==> config.mk <==
export PLATFORM = sky130hd
export DESIGN_NAME = lfu_cache_lru_tiebreak
export DESIGN_NICKNAME = d
export VERILOG_FILES = /design/src/lfu_pkg.sv /design/src/lfu_cache_lru_tiebreak.sv /design/src/lfu_ctrl.sv /design/src/lfu_dp.sv
export VERILOG_INCLUDE_DIRS = /design/src /design/src/src
export SDC_FILE = /design/constraint.sdc
export NUM_CORES = 2
export LEC_CHECK = 0
export BUFFER_PORTS_ARGS = -buffer_cell sky130_fd_sc_hd__buf_2
export CELL_PAD_IN_SITES_DETAIL_PLACEMENT = 1
export CELL_PAD_IN_SITES_GLOBAL_PLACEMENT = 1
export CORE_ASPECT_RATIO = 0.9
export CORE_MARGIN = 1.5
export CORE_UTILIZATION = 47
export CTS_CLUSTER_SIZE = 10
export DETAILED_ROUTE_END_ITERATION = 10
export PLACE_DENSITY = 0.73
export SYNTH_ARGS = -nofsm -noshare
export SYNTH_HDL_FRONTEND = slang
export SYNTH_HIERARCHICAL = 1
export SYNTH_SLANG_ARGS = --single-unit
==> constraint.sdc <==
create_clock -name clk -period 5.12 [get_ports clk]
set_clock_uncertainty 0.15 [all_clocks]
set_input_delay 0.256 -clock clk [delete_from_list [all_inputs] [get_ports clk]]
set_output_delay 0.256 -clock clk [all_outputs]
set_load 0.05 [all_outputs]
==> src/lfu_cache_lru_tiebreak_macros.svh <==
// Assertion macros for the LFU cache block.
// Used by the top level only; needs clk and rst_n in the including scope.
`ifndef LFU_CACHE_LRU_TIEBREAK_MACROS_SVH
`define LFU_CACHE_LRU_TIEBREAK_MACROS_SVH
`ifndef SYNTH
`define LFU_ASSERT_SAME(lbl, ante, cons, msg) \
  lbl: assert property (@(posedge clk) disable iff (!rst_n) (ante) |-> (cons)) \
    else $error(msg);
`define LFU_ASSERT_NEXT(lbl, ante, cons, msg) \
  lbl: assert property (@(posedge clk) disable iff (!rst_n) (ante) |=> (cons)) \
    else $error(msg);
`else
`define LFU_ASSERT_SAME(lbl, ante, cons, msg)
`define LFU_ASSERT_NEXT(lbl, ante, cons, msg)
`endif
`endif

==> src/lfu_pkg.sv <==
// Shared types and constants of the LFU cache block.
// No dependencies; used by the controller, the datapath, the top level and the testbench.
package lfu_pkg;

  localparam int DEF_CAPACITY    = 16;
  localparam int DEF_COUNT_WIDTH = 16;
  localparam int CFG_WIDTH       = 5;
  localparam logic [CFG_WIDTH-1:0] CFG_RESET = 5'd16;

  localparam logic CMD_GET = 1'b0;
  localparam logic CMD_PUT = 1'b1;

  typedef enum logic [7:0] {
    S_IDLE   = 8'b0000_0001,
    S_SCAN   = 8'b0000_0010,
    S_TAIL   = 8'b0000_0100,
    S_DECIDE = 8'b0000_1000,
    S_HIT    = 8'b0001_0000,
    S_EVICT  = 8'b0010_0000,
    S_INSERT = 8'b0100_0000,
    S_DONE   = 8'b1000_0000
  } lfu_state_t;

  typedef struct packed {
    logic load;
    logic scan_en;
    logic hit_upd;
    logic evict;
    logic insert;
    logic out_load;
  } lfu_cmd_t;

  typedef struct packed {
    logic scan_last;
    logic found;
    logic is_put;
    logic limit_zero;
    logic need_evict;
  } lfu_sts_t;

endpackage

==> src/lfu_cache_lru_tiebreak.sv <==
// Top level of the LFU cache with least-recently-used tie break.
// Depends on lfu_pkg, lfu_ctrl, lfu_dp and the assertion macro header.
//
// Usage: items arrive on the in_ stream (tuser = operation, tdata = key and
// value); every item yields exactly one result item on the out_ stream.
// A get hit returns the stored value and counts as a use; while the limit is
// nonzero, a put updates a present key or inserts a new one, evicting the
// entry with the lowest use count (the least recently touched among equals)
// once the fill reaches the limit. The cfg_ port writes the capacity limit; it
// is always ready. The user must write it only while the block is idle; the
// block itself does not enforce this.
// A get miss or an ignored put goes from the decision straight to the result;
// a hit passes through the update state, an insert through the insert state,
// and an eviction through the evict and insert states. Most of the time is
// spent in the scan, which reads one entry per cycle from the entry memories
// to find the key match, the fill and the eviction victim.
// One item is worked on at a time. A finished result waits in the output
// register while the next item is already scanned; if the receiver stalls,
// the block holds in its final state until the output register frees up.
// Reset clears all valid bits (the cache is empty), sets the limit to 16
// and drops any pending result.
module lfu_cache_lru_tiebreak #(
  parameter int CAPACITY    = lfu_pkg::DEF_CAPACITY,
  parameter int COUNT_WIDTH = lfu_pkg::DEF_COUNT_WIDTH
) (
  input  logic                          clk,
  input  logic                          rst_n,
  input  logic                          in_tvalid,
  output logic                          in_tready,
  input  logic [63:0]                   in_tdata,   // key [31:0], value [63:32]
  input  logic                          in_tuser,   // cmd [0]
  output logic                          out_tvalid,
  input  logic                          out_tready,
  output logic [39:0]                   out_tdata,  // hit [0], read_value [32:1],
                                                    // evicted [33], zeros [39:34]
  input  logic                          cfg_valid,
  output logic                          cfg_ready,
  input  logic [lfu_pkg::CFG_WIDTH-1:0] cfg_data
);
  import lfu_pkg::*;

  `include "lfu_cache_lru_tiebreak_macros.svh"

  lfu_cmd_t             cmd;
  lfu_sts_t             sts;
  logic [CFG_WIDTH-1:0] cap_limit_r;
  logic                 res_hit, res_evicted;
  logic [31:0]          res_read_value;

  // The limit register is always ready for a write.
  assign cfg_ready = 1'b1;

  always_ff @(posedge clk) begin
    if (!rst_n) begin
      cap_limit_r <= CFG_RESET;
    end else if (cfg_valid) begin
      cap_limit_r <= cfg_data;
    end
  end

  lfu_ctrl u_ctrl (
    .clk       (clk),
    .rst_n     (rst_n),
    .in_valid  (in_tvalid),
    .in_ready  (in_tready),
    .out_valid (out_tvalid),
    .out_ready (out_tready),
    .sts       (sts),
    .cmd       (cmd)
  );

  lfu_dp #(
    .CAPACITY    (CAPACITY),
    .COUNT_WIDTH (COUNT_WIDTH)
  ) u_dp (
    .clk            (clk),
    .rst_n          (rst_n),
    .cmd            (cmd),
    .sts            (sts),
    .cap_limit      (cap_limit_r),
    .op_cmd         (in_tuser),
    .op_key         (in_tdata[31:0]),
    .op_value       (in_tdata[63:32]),
    .res_hit        (res_hit),
    .res_read_value (res_read_value),
    .res_evicted    (res_evicted)
  );

  assign out_tdata = {6'd0, res_evicted, res_read_value, res_hit};

  // An accepted item keeps the input closed while it is being worked on.
  `LFU_ASSERT_NEXT(a_busy_after_accept, in_tvalid && in_tready, !in_tready, "input open after accept")
  // A put that hits never evicts.
  `LFU_ASSERT_SAME(a_no_hit_evict, out_tvalid, !(out_tdata[0] && out_tdata[33]), "hit and evict")
  // Only a hit can return a nonzero value.
  `LFU_ASSERT_SAME(a_value_needs_hit, out_tvalid && out_tdata[32:1] != 32'd0, out_tdata[0], "value without hit")

endmodule

==> src/lfu_ctrl.sv <==
// Controller of the LFU cache: sequences scan, update and result hand-off.
// Depends on lfu_pkg for the state and command/status types.
module lfu_ctrl (
  input  logic              clk,
  input  logic              rst_n,
  input  logic              in_valid,
  output logic              in_ready,
  output logic              out_valid,
  input  logic              out_ready,
  input  lfu_pkg::lfu_sts_t sts,
  output lfu_pkg::lfu_cmd_t cmd
);
  import lfu_pkg::*;

  lfu_state_t state_r, state_nxt;
  logic       out_valid_r, out_valid_nxt;

  assign in_ready  = (state_r == S_IDLE);
  assign out_valid = out_valid_r;

  always_comb begin
    state_nxt     = state_r;
    out_valid_nxt = out_valid_r & ~out_ready;
    cmd           = '0;
    case (state_r)
      S_IDLE: begin
        if (in_valid) begin
          cmd.load  = 1'b1;
          state_nxt = S_SCAN;
        end
      end
      S_SCAN: begin
        cmd.scan_en = 1'b1;
        if (sts.scan_last) state_nxt = S_TAIL;
      end
      S_TAIL: state_nxt = S_DECIDE;
      S_DECIDE: begin
        if (sts.found) begin
          state_nxt = (sts.is_put && sts.limit_zero) ? S_DONE : S_HIT;
        end else if (sts.is_put && !sts.limit_zero) begin
          state_nxt = sts.need_evict ? S_EVICT : S_INSERT;
        end else begin
          state_nxt = S_DONE;
        end
      end
      S_HIT: begin
        cmd.hit_upd = 1'b1;
        state_nxt   = S_DONE;
      end
      S_EVICT: begin
        cmd.evict = 1'b1;
        state_nxt = S_INSERT;
      end
      S_INSERT: begin
        cmd.insert = 1'b1;
        state_nxt  = S_DONE;
      end
      S_DONE: begin
        if (!out_valid_r || out_ready) begin
          cmd.out_load  = 1'b1;
          out_valid_nxt = 1'b1;
          state_nxt     = S_IDLE;
        end
      end
      default: state_nxt = S_IDLE;
    endcase
  end

  always_ff @(posedge clk) begin
    if (!rst_n) begin
      state_r     <= S_IDLE;
      out_valid_r <= 1'b0;
    end else begin
      state_r     <= state_nxt;
      out_valid_r <= out_valid_nxt;
    end
  end

endmodule

==> src/lfu_dp.sv <==
// Datapath of the LFU cache: entry memories, rank and valid flops, scan tracking.
// Depends on lfu_pkg for the command/status types and codes.
module lfu_dp #(
  parameter int CAPACITY    = lfu_pkg::DEF_CAPACITY,
  parameter int COUNT_WIDTH = lfu_pkg::DEF_COUNT_WIDTH
) (
  input  logic                           clk,
  input  logic                           rst_n,
  input  lfu_pkg::lfu_cmd_t              cmd,
  output lfu_pkg::lfu_sts_t              sts,
  input  logic [lfu_pkg::CFG_WIDTH-1:0]  cap_limit,
  input  logic                           op_cmd,
  input  logic [31:0]                    op_key,
  input  logic [31:0]                    op_value,
  output logic                           res_hit,
  output logic [31:0]                    res_read_value,
  output logic                           res_evicted
);
  import lfu_pkg::*;

  localparam int IDXW = (CAPACITY > 1) ? $clog2(CAPACITY) : 1;
  localparam int FILLW = $clog2(CAPACITY + 1);
  localparam int LIMW = (FILLW > CFG_WIDTH) ? FILLW : CFG_WIDTH;
  localparam logic [COUNT_WIDTH-1:0] CNT_MAX = {COUNT_WIDTH{1'b1}};
  localparam logic [COUNT_WIDTH-1:0] CNT_ONE = COUNT_WIDTH'(1);

  logic [31:0]            key_mem [CAPACITY];
  logic [31:0]            data_mem[CAPACITY];
  logic [COUNT_WIDTH-1:0] cnt_mem [CAPACITY];
  logic [CAPACITY-1:0]    valid_r;
  logic [IDXW-1:0]        rank_r  [CAPACITY];

  logic                   op_cmd_r;
  logic [31:0]            op_key_r, op_val_r;
  logic [IDXW-1:0]        idx_r, ridx_r;
  logic                   rd_vld_r;
  logic [31:0]            key_q, data_q;
  logic [COUNT_WIDTH-1:0] cnt_q;

  logic                   found_r, free_found_r, vic_found_r, evicted_r;
  logic [IDXW-1:0]        s_r, free_r, vic_r;
  logic [31:0]            s_data_r;
  logic [COUNT_WIDTH-1:0] s_cnt_r, vic_cnt_r;
  logic [IDXW-1:0]        vic_rank_r;
  logic [FILLW-1:0]       fill_r;

  logic                   res_hit_r, res_ev_r;
  logic [31:0]            res_rd_r;

  logic                   cur_vld, better;
  logic [IDXW-1:0]        cur_rank, slot, s_rank;
  logic [LIMW-1:0]        limit;

  assign cur_vld  = rd_vld_r & valid_r[ridx_r];
  assign cur_rank = rank_r[ridx_r];
  assign better   = !vic_found_r || (cnt_q < vic_cnt_r) ||
                    ((cnt_q == vic_cnt_r) && (cur_rank > vic_rank_r));
  assign slot     = evicted_r ? vic_r : free_r;
  assign s_rank   = rank_r[s_r];
  assign limit    = (LIMW'(cap_limit) > LIMW'(CAPACITY)) ? LIMW'(CAPACITY)
                                                          : LIMW'(cap_limit);

  assign sts.scan_last  = (idx_r == IDXW'(CAPACITY - 1));
  assign sts.found      = found_r;
  assign sts.is_put     = (op_cmd_r == CMD_PUT);
  assign sts.limit_zero = (limit == '0);
  assign sts.need_evict = (LIMW'(fill_r) >= limit);

  assign res_hit        = res_hit_r;
  assign res_read_value = res_rd_r;
  assign res_evicted    = res_ev_r;

  // Entry memories: one write and one registered read per cycle.
  always_ff @(posedge clk) begin
    if (cmd.scan_en) begin
      key_q  <= key_mem[idx_r];
      data_q <= data_mem[idx_r];
      cnt_q  <= cnt_mem[idx_r];
    end
    if (cmd.hit_upd) begin
      cnt_mem[s_r] <= (s_cnt_r == CNT_MAX) ? s_cnt_r : s_cnt_r + CNT_ONE;
      if (op_cmd_r == CMD_PUT) data_mem[s_r] <= op_val_r;
    end
    if (cmd.insert) begin
      key_mem[slot]  <= op_key_r;
      data_mem[slot] <= op_val_r;
      cnt_mem[slot]  <= CNT_ONE;
    end
  end

  // Per-entry valid bits and recency ranks.
  always_ff @(posedge clk) begin
    if (!rst_n) begin
      valid_r <= '0;
    end else begin
      if (cmd.evict) valid_r[vic_r] <= 1'b0;
      if (cmd.insert) valid_r[slot] <= 1'b1;
    end
  end

  always_ff @(posedge clk) begin
    for (int i = 0; i < CAPACITY; i++) begin
      if (cmd.hit_upd) begin
        if (IDXW'(i) == s_r) rank_r[i] <= '0;
        else if (valid_r[i] && rank_r[i] < s_rank) rank_r[i] <= rank_r[i] + 1'b1;
      end else if (cmd.evict) begin
        if (valid_r[i] && rank_r[i] > vic_rank_r) rank_r[i] <= rank_r[i] - 1'b1;
      end else if (cmd.insert) begin
        if (IDXW'(i) == slot) rank_r[i] <= '0;
        else if (valid_r[i]) rank_r[i] <= rank_r[i] + 1'b1;
      end
    end
  end

  // Scan control and tracking of match, fill, free slot and victim.
  always_ff @(posedge clk) begin
    if (!rst_n) begin
      rd_vld_r <= 1'b0;
      idx_r    <= '0;
    end else begin
      rd_vld_r <= cmd.scan_en;
      if (cmd.load) idx_r <= '0;
      else if (cmd.scan_en) idx_r <= idx_r + 1'b1;
    end
  end

  always_ff @(posedge clk) begin
    ridx_r <= idx_r;
    if (cmd.load) begin
      op_cmd_r     <= op_cmd;
      op_key_r     <= op_key;
      op_val_r     <= op_value;
      found_r      <= 1'b0;
      free_found_r <= 1'b0;
      vic_found_r  <= 1'b0;
      evicted_r    <= 1'b0;
      fill_r       <= '0;
    end else begin
      if (cur_vld) begin
        fill_r <= fill_r + 1'b1;
        if (!found_r && key_q == op_key_r) begin
          found_r  <= 1'b1;
          s_r      <= ridx_r;
          s_data_r <= data_q;
          s_cnt_r  <= cnt_q;
        end
        if (better) begin
          vic_found_r <= 1'b1;
          vic_r       <= ridx_r;
          vic_cnt_r   <= cnt_q;
          vic_rank_r  <= cur_rank;
        end
      end else if (rd_vld_r && !free_found_r) begin
        free_found_r <= 1'b1;
        free_r       <= ridx_r;
      end
      if (cmd.evict) evicted_r <= 1'b1;
    end
  end

  // Result register.
  always_ff @(posedge clk) begin
    if (cmd.out_load) begin
      res_hit_r <= found_r;
      res_ev_r  <= evicted_r;
      res_rd_r  <= (found_r && op_cmd_r == CMD_GET) ? s_data_r : 32'd0;
    end
  end

endmodule

==> flow_metrics.env <==
export IMPL_run_status="completed"
export IMPL_drc=0
export IMPL_yosys_top_cells_area="edfxtp_1 (59%), mux4_2 (15%), dfxtp_1 (9.0%), ha_1 (3.1%), nor2_1 (2.2%)"
export IMPL_route_vias_total=40328
export IMPL_clock_sink_count=1655
export IMPL_synth_edf_count=1347
export IMPL_worst_ir_drop_vdd_mv=0.382
export IMPL_start_util=0.476
export IMPL_clockBufferDepth=3
export IMPL_die_area_mm2=0.149
export IMPL_hp_class="input port to flip-flop"
export IMPL_core_area_mm2=0.145
export IMPL_synthArstFlopShare=0
export IMPL_insertion_delay_ns=0.83
export IMPL_cts_root_buffer_cell="clkbuf_16"
export IMPL_synth_flop_type="edfxtp_1"
export IMPL_drtIter0Drc=4232
export IMPL_synth_seq_area_share=0.678
export IMPL_synth_seq_cells=1655
export IMPL_port_buffers=110
export IMPL_grt_first_pass_wirelength_um=285000
export IMPL_grt_setup_unrepaired="no"
export IMPL_grt_pass1_vias=42663
export IMPL_timing_max_cap_violations=0
export IMPL_synth_to_final_area_change_pct=14.7
export IMPL_design_portCount=118
export IMPL_critPathCaptureType="flip-flop"
export IMPL_crit_type="flip-flop to flip-flop"
export IMPL_final_layout_size_suffix_gt1_frac=0.211
export IMPL_finalSetupViolations=0
export IMPL_netlist_instances=4199
export IMPL_p_total_w=0.0275
export IMPL_maximum_number_of_pins_on_one_net_before_global_route_repair=69
export IMPL_cpPeakStageDelay_ns=1.12
export IMPL_post_synth_most_frequent_cells="edfxtp_1 (1347), mux4_2 (444), nor2_1 (398)"
export IMPL_design_final_nets=4772
export IMPL_drt_first_pass_iters=7
export IMPL_post_synth_top_area_cell="edfxtp_1"
export IMPL_wl_per_cell_um=29.1
export IMPL_syn_area_mm2=0.0688
export IMPL_finalCriticalPeriod_ns=4.22
export IMPL_placementRows=132
export IMPL_synth_top_cell_area_share=0.588
export IMPL_numCtsBuffers=188
export IMPL_synthesis_area_per_instance_um2=16.4
export IMPL_pwr_density_cell_mw_per_mm2=349
export IMPL_cp_slowest_cell="nor2_4"
export IMPL_timing_max_slew_rel_slack=0.122
export IMPL_startpoint_type="flip-flop"
export IMPL_dieWidth_um=406
export IMPL_critical_path_cell_chain="nor4_1 -> and3_1 -> nand2_1 -> nor2_4 -> buf_4"
export IMPL_worst_slew_pin_transition_ns=1.31
export IMPL_yosys_cell_count_top_type="edfxtp_1"
export IMPL_clock_tree_htree_level_count=4
export IMPL_dieHeight_um=366
export IMPL_clock_pin_transition_on_the_worst_setup_and_hold_timing_paths_ns=0.06
export IMPL_route_final_wire_length_um=191000
export IMPL_p_leak_nw=25.8
export IMPL_drv_slew=0
export IMPL_cts_repair_resize_count=0
export IMPL_required_ns=5.42
export IMPL_drtAntennaViolNets=0
export IMPL_timing_hold_violations_final=0
export IMPL_final_setup_tns_ns=0
export IMPL_antenna_found_initial=4
export IMPL_yosysUniqueCellTypes=67
export IMPL_dp_hpwl_um=112000
export IMPL_max_clock_freq_mhz=237
export IMPL_synth_warning_count=6
export IMPL_viasPerCell=6.15
export IMPL_tritoncts_clock_tree="built"
export IMPL_gp_congestion=0.868
export IMPL_arrival_ns=4.52
export IMPL_grt_ovfl_total=0
export IMPL_nFillCells=13314
export IMPL_post_route_period_util=0.824
export IMPL_track_usage=0.260
export IMPL_worstPathMaxFanout=25
-- cell families after synthesis --
logic type	synth area share
flip-flops	0.678
AND/OR/NAND/NOR	0.0637
AO/OA/AOI/OAI	0.0525
multiplexers	0.148
buffers and inverters	0.0191
adder cells (fa/ha/maj)	0.0313
XOR/XNOR	0.00700
other	0.000109
-- through the flow --
stage                     std cells  utilization  setup slack (ns)  hold WS [ns]  area [um^2]
after CTS                      6560        0.546             0.901      0.000434        78900
after global routing           6560        0.546             0.653        0.0394        78900
final                          6561        0.546             0.900        0.0505        78900
after detailed placement       6145        0.500             0.914         0.255        72200
after floorplan                4204            -           0.00438         0.168        68800
after global placement         6145        0.500              1.02         0.252        72200
-- sequential cells by signal, summed over array words and instances, names as in the netlist, 4 cells and up, named ones only --
signal / cells
u_dp/s_r: 4
u_dp/fill_r: 5
u_dp/valid_r: 16
u_dp/ridx_r: 4
u_dp/op_key_r: 32
u_dp/vic_rank_r: 4
u_dp/free_r: 4
u_dp/vic_r: 4
u_dp/data_mem: 512
u_dp/cnt_q: 16
u_ctrl/state_r: 8
u_dp/rank_r: 64
u_dp/key_q: 32
u_dp/res_read_value: 32
u_dp/vic_cnt_r: 16
u_dp/s_data_r: 32
u_dp/data_q: 32
u_dp/cnt_mem: 256
u_dp/idx_r: 4
u_dp/key_mem: 512
cap_limit_r: 5
u_dp/op_val_r: 32
u_dp/s_cnt_r: 16
-- worst max-delay path: cells and delay by family (launching register included) --
kind	cells	cell delay, ns
buffers and inverters	1	0.56
and+or+nand+nor	4	2.72
DFF	1	0.42
-- report_power, final --
part | internal [W] | switching [W]
combinational | 0.000234 | 0.000260
clock | 0.00685 | 0.00525
sequential | 0.0147 | 0.000223
total | 0.0218 | 0.00573
-- layout make-up --
class / count / area, um^2 / share of cell area
Tap cell: 1943 / 2430 / 0.0308
Sequential cell: 1655 / 46600 / 0.591
Clock inverter: 22 / 314 / 0.00398
Clock buffer: 260 / 5070 / 0.0642
Multi-Input combinational cell: 2224 / 21200 / 0.268
Timing Repair Buffer: 365 / 2970 / 0.0377
Inverter: 91 / 342 / 0.00433
Antenna cell: 1 / 2.50 / 0.0000317
-- routing by layer --
layer / track usage / up-vias / share of wire
li1: - / 17071 / -
met1: 0.368 / 21229 / 0.42
met2: 0.415 / 1707 / 0.48
met3: 0.0433 / 319 / 0.075
met4: 0.0787 / 2 / 0.025
met5: 0 / - / 0.000068
-- path summary, 6_finish.rpt --
kind / start / to / slack [ns] / cells past startpoint
max: u_ctrl/state_r[5] / u_dp/key_mem[0][21] / 0.90 / 5
min reg2reg: u_dp/data_q[3] / u_dp/s_data_r[3] / 0.27 / 0
min: in_tdata[37] / u_dp/op_val_r[5] / 0.05 / 2
max reg2reg: u_ctrl/state_r[5] / u_dp/key_mem[0][21] / 0.90 / 5
-- what timing repair did --
| item | in CTS | in global routing |
|---|---|---|
| setup buffers | 0 | 0 |
| endpoints found under the hold margin | 102 | 0 |
| hold buffers | 133 | 0 |
-- placed cells by master, fill, tap and decap left out, drive strengths merged, types with 45 or more instances in the layout --
| master | instances |
|---|---|
| a21oi | 151 |
| nor2 | 399 |
| mux4 | 444 |
| nand2 | 238 |
| o21ai | 151 |
| a211oi | 86 |
| ha | 172 |
| inv | 98 |
| dlygate4sd3 | 133 |
| dfxtp | 308 |
| nor3 | 56 |
| clkbuf | 260 |
| o211ai | 45 |
| buf | 232 |
| edfxtp | 1347 |
No activity file was read; power rests on OpenSTA's default activity.
